`src/hw/rtl/fmch_pkg.sv`:
```
// ----------------------------------------------------------------------------
// fmch_pkg
// Shared widths, beat structs and the hit resolve function for the
// first-match circle hit test chain.
// ----------------------------------------------------------------------------
package fmch_pkg;

  // table size and angle format
  localparam int MAX_SPOTS  = 16;
  localparam int ANGLE_BITS = 16;
  localparam int RAD_W      = ANGLE_BITS - 1;
  localparam int IDX_W      = 4;
  localparam int CNT_W      = 5;

  // signed difference of two angles, its square and the radius square
  localparam int DIFF_W = ANGLE_BITS + 1;
  localparam int SQ_W   = 2 * ANGLE_BITS;
  localparam int R2_W   = 2 * RAD_W;

  // command codes
  localparam logic CMD_WRITE = 1'b0;
  localparam logic CMD_QUERY = 1'b1;

  // table write broadcast to every cell
  typedef struct packed {
    logic                  en;
    logic [IDX_W-1:0]      idx;
    logic [ANGLE_BITS-1:0] alt;
    logic [ANGLE_BITS-1:0] az;
    logic [RAD_W-1:0]      rad;
  } wr_t;

  // query beat handed from cell to cell
  typedef struct packed {
    logic                  valid;
    logic [ANGLE_BITS-1:0] qalt;
    logic [ANGLE_BITS-1:0] qaz;
    logic [CNT_W-1:0]      cnt;
    logic                  found;
    logic [IDX_W-1:0]      fidx;
    logic                  pend;
    logic [IDX_W-1:0]      pidx;
    logic [SQ_W-1:0]       sq_alt;
    logic [SQ_W-1:0]       sq_az;
    logic [R2_W-1:0]       r2;
  } tok_t;

  typedef struct packed {
    logic             hit;
    logic [IDX_W-1:0] idx;
  } res_t;

  // finish the compare left pending by the previous cell
  function automatic res_t fmch_resolve(input tok_t t);
    logic [SQ_W:0] d2;
    logic          inside_c;
    res_t          r;
    d2       = {1'b0, t.sq_alt} + {1'b0, t.sq_az};
    inside_c = t.pend && (d2 < (SQ_W + 1)'(t.r2));
    r.hit    = t.found || inside_c;
    r.idx    = t.found ? t.fidx : t.pidx;
    return r;
  endfunction

endpackage

```
`src/hw/rtl/fmch_cell.sv`:
```
// ----------------------------------------------------------------------------
// fmch_cell
// One table entry of the chain. Holds centre and squared radius, settles
// the previous cell's compare and squares its own distance terms.
// ----------------------------------------------------------------------------
module fmch_cell import fmch_pkg::*; (
  input  logic             clk,
  input  logic             rst_n,
  input  logic [IDX_W-1:0] cell_idx,
  input  wr_t              wr,
  input  tok_t             tok_in,
  output tok_t             tok_out
);

  logic [ANGLE_BITS-1:0] alt_r;
  logic [ANGLE_BITS-1:0] az_r;
  logic [R2_W-1:0]       r2_r;
  tok_t                  tok_r;
  tok_t                  tok_nxt;

  logic signed [DIFF_W-1:0]   d_alt;
  logic signed [DIFF_W-1:0]   d_az;
  logic signed [2*DIFF_W-1:0] p_alt;
  logic signed [2*DIFF_W-1:0] p_az;
  res_t                       res;

  // entry storage, radius squared on the way in
  always_ff @(posedge clk) begin
    if (wr.en && (wr.idx == cell_idx)) begin
      alt_r <= wr.alt;
      az_r  <= wr.az;
      r2_r  <= R2_W'(wr.rad) * R2_W'(wr.rad);
    end
  end

  // own distance terms
  always_comb begin
    d_alt = $signed({tok_in.qalt[ANGLE_BITS-1], tok_in.qalt})
          - $signed({alt_r[ANGLE_BITS-1], alt_r});
    d_az  = $signed({tok_in.qaz[ANGLE_BITS-1], tok_in.qaz})
          - $signed({az_r[ANGLE_BITS-1], az_r});
    p_alt = d_alt * d_alt;
    p_az  = d_az * d_az;
  end

  // next beat: settle previous compare, queue this one
  always_comb begin
    res            = fmch_resolve(tok_in);
    tok_nxt        = tok_in;
    tok_nxt.found  = res.hit;
    tok_nxt.fidx   = res.idx;
    tok_nxt.pend   = tok_in.valid && !res.hit
                   && ({1'b0, cell_idx} < tok_in.cnt);
    tok_nxt.pidx   = cell_idx;
    tok_nxt.sq_alt = p_alt[SQ_W-1:0];
    tok_nxt.sq_az  = p_az[SQ_W-1:0];
    tok_nxt.r2     = r2_r;
  end

  always_ff @(posedge clk) begin
    if (!rst_n) begin
      tok_r <= '0;
    end else begin
      tok_r <= tok_nxt;
    end
  end

  assign tok_out = tok_r;

endmodule

```
`config.mk`:
```
export PLATFORM = sky130hd
export DESIGN_NAME = fmch_cell
export DESIGN_NICKNAME = d
export VERILOG_FILES = /design/src/hw/rtl/fmch_pkg.sv /design/src/hw/rtl/fmch_cell.sv
export SDC_FILE = /design/constraint.sdc
export NUM_CORES = 2
export LEC_CHECK = 0
export BUFFER_PORTS_ARGS = -buffer_cell sky130_fd_sc_hd__buf_2
export CORE_ASPECT_RATIO = 1.5
export CORE_MARGIN = 4
export CORE_UTILIZATION = 62
export CTS_CLUSTER_SIZE = 16
export DETAILED_ROUTE_END_ITERATION = 10
export PLACE_DENSITY = 0.8
export SYNTH_ARGS = -nofsm -noshare
export SYNTH_HDL_FRONTEND = slang
export SYNTH_SLANG_ARGS = --single-unit
```
`constraint.sdc`:
```
create_clock -name clk -period 13.1 [get_ports clk]
set_input_delay 3.93 -clock clk [delete_from_list [all_inputs] [get_ports clk]]
set_output_delay 3.93 -clock clk [all_outputs]
set_load 0.05 [all_outputs]
```
==> impl_metrics.toml <==
[run_status]
status = "finished, final reports clean"

[placed_design]
dp_hpwl_mm = 72.6
port_buffers = 338
gp_congestion = 0.977

[yosys]
ys_seq_elements = 200
synth.area.mux_share_pct = 0.329
ys.flop_type = "dfxtp_1"
synth_edf_count = 61
avgSynthCellArea_um2 = 9.42
yosysWarnings = 0
async_reset_ff_share_pct = 0
syn_inst = 3594
synth_compound_area_share_pct = 7.72
yosys.cell_types.count = 81
synth-simple-area-share_pct = 11.8
synth_top_family_by_area = "adder cells"
ys_seq_area_share_pct = 13.6
syn-cell-area_mm2 = 0.0338
synth_fa_ha_area_share_pct = 51.4
synth_xor_area_share_pct = 3.91

[sta]
fmaxAchievable_mhz = 83.6
slew_headroom_pct = 20.9
fin_crit_sh_pct = 91.3
period_needed_ns = 11.96
rsz0062_at_grt = "false"
finalMaxSlewViolations = 0
hold_viol = 0
finalSetupTns_ns = 0
worstMarginPinSlew_ns = 1.18
finalSetupViolations = 0
skew_ns = 0.0189

[drt]
drc = 0
vias = 25500
ant_nets = 0
drt_iter0_drc = 1465
routed_wl_mm = 86.5
wl_per_cell_um = 18.7
dr.pass1.iters = 6
viasPerCell = 5.52

[cts]
clock_tree.root_cell = "clkbuf_16"
htreeDepth = 4
path_clk_slew_ns = 0.08
ctsResizeCount = 0
insertion_delay_ns = 0.50
cts_tree = "built"
clock_sinks = 200
hold_buffers = 0
cts_made_buffers = 17
cts_setup_buffers = 0
clock_path_buffers = 2

[finish]
nFillCells = 4197
final_common_cell = "inv_1"
final_cell_mix = "902 x inv_1, 654 x fa_1, 344 x ha_1, 338 x buf_2, 283 x nor2_1"
syn_to_final_growth_pct = 9.56
nets = 5124
drive_gt1_share_pct = 11.7

[worst_setup_path]
worstPathArrival_ns = 12.33
cpMaxStageDelayCell = "fa_1"
end_kind = "flop"
worstSetupPathType = "input port to flop"
crit_top_cell = "fa_1"
required_ns = 13.47
cp_max_fo = 18
crit_path_max_incr_delay_ns = 0.55
ff2ff_path_depth = 33
start_kind = "input port"

[grt]
grt_pass1_vias = 28600
antenna_found_initial = 4
overflow = 0
grt_pass1_wl_mm = 142
grt_max_degree = 44
grt_usage_pct = 31.1

[floorplan]
core_mm2 = 0.0539
die_h_um = 294
die_w_um = 199
initial_core_util_pct = 62.8
ios = 342
die_area_mm2 = 0.0585
rows = 104

[run]
cap_viol_max_count = 0

[hold_path]
min_path_cells = 1
hp-class = "flop to flop"
-- layer usage --
layer,part of all wire (%),track usage [%],up-vias
met4,6.3,16.9,6
met1,35,35.4,12600
met5,0.045,0,-
met3,7.0,5.44,327
li1,-,-,11600
met2,51,55.4,1026
-- synth_stat cells (all sizes together) (6+ instances only) --
library cell / count / area, um^2
inv: 907 / 3400
fa: 654 / 13100
ha: 344 / 4300
nor2: 284 / 1070
nand2: 245 / 920
and2: 146 / 913
dfxtp: 139 / 2780
a21oi: 107 / 536
xnor2: 99 / 867
clkbuf: 70 / 263
o21ai: 62 / 310
edfxtp: 61 / 1830
a21o: 56 / 420
xor2: 52 / 455
nand2b: 33 / 206
nor3: 30 / 155
o21a: 30 / 233
nor2b: 26 / 163
nand3: 25 / 130
a211oi: 23 / 193
and3: 16 / 101
o21bai: 14 / 116
buf: 13 / 88.8
nand4: 11 / 68.8
o31ai: 11 / 82.6
or3: 11 / 68.8
a31oi: 10 / 62.6
mux2i: 10 / 100
o211ai: 9 / 67.6
nor3b: 7 / 52.6
nor4: 7 / 43.8
or2: 6 / 37.5
-- worst max-delay path: cells and delay by family --
| kind | cells | cell delay [ns] |
|---|---|---|
| compound gates | 13 | 2.90 |
| buf+inv | 8 | 0.60 |
| fa+ha+maj | 9 | 3.97 |
| xor+xnor | 1 | 0.14 |
| simple gates | 4 | 0.74 |
-- layout make-up --
| class | instances | area [um^2] | area share (%) |
|---|---|---|---|
| Clock buffer | 19 | 464 | 1.25 |
| Clock inverter | 13 | 131 | 0.354 |
| Sequential cell | 200 | 4610 | 12.4 |
| Timing Repair Buffer | 394 | 2110 | 5.70 |
| Multi-Input combinational cell | 2401 | 25500 | 68.7 |
| Inverter | 912 | 3420 | 9.23 |
| Antenna cell | 1 | 2.50 | 0.00675 |
| Tap cell | 689 | 862 | 2.33 |
-- path summary, 6_finish.rpt --
path / to / slack, ns / start
setup / recovery: tok_out[61]$_SDFF_PN0_ / 1.14 / tok_in[109]
hold / removal: tok_out[24]$_SDFF_PN0_ / 0.45 / r2_r[24]$_DFFE_PP_
setup reg to reg: tok_out[60]$_SDFF_PN0_ / 4.39 / az_r[1]$_DFFE_PP_
hold reg to reg: tok_out[24]$_SDFF_PN0_ / 0.45 / r2_r[24]$_DFFE_PP_
-- kinds of logic (layout without fill, tap and decap cells) --
family          Yosys count  after routing
compound gates          383            383
xor+xnor                151            151
fa+ha+maj               998            998
buf+inv                 995           1338
flops                   200            200
mux                      11             11
other cells               1              4
simple gates            855            855
-- stage by stage --
stage                     util (%)  cell area [um^2]  instances  worst slack (ns)  hold WS, ns
after detailed placement      67.7             36500       4596             0.736        0.432
after global routing          68.8             37100       4629             0.714        0.464
final                         68.8             37100       4629              1.14        0.449
after CTS                     68.8             37100       4628              1.22        0.449
after global placement        67.7             36500       4596             0.849        0.430
after floorplan                  -             33900       3596              1.32        0.426
-- sequential cells by signal, summed over array words and instances (netlist names) --
name and flops:
r2_r 29, az_r 16, alt_r 16, tok_out 139
Power is left out: the tool's default activity adds up to more than one toggle a clock period on the data nets, which glitch-free logic cannot reach.
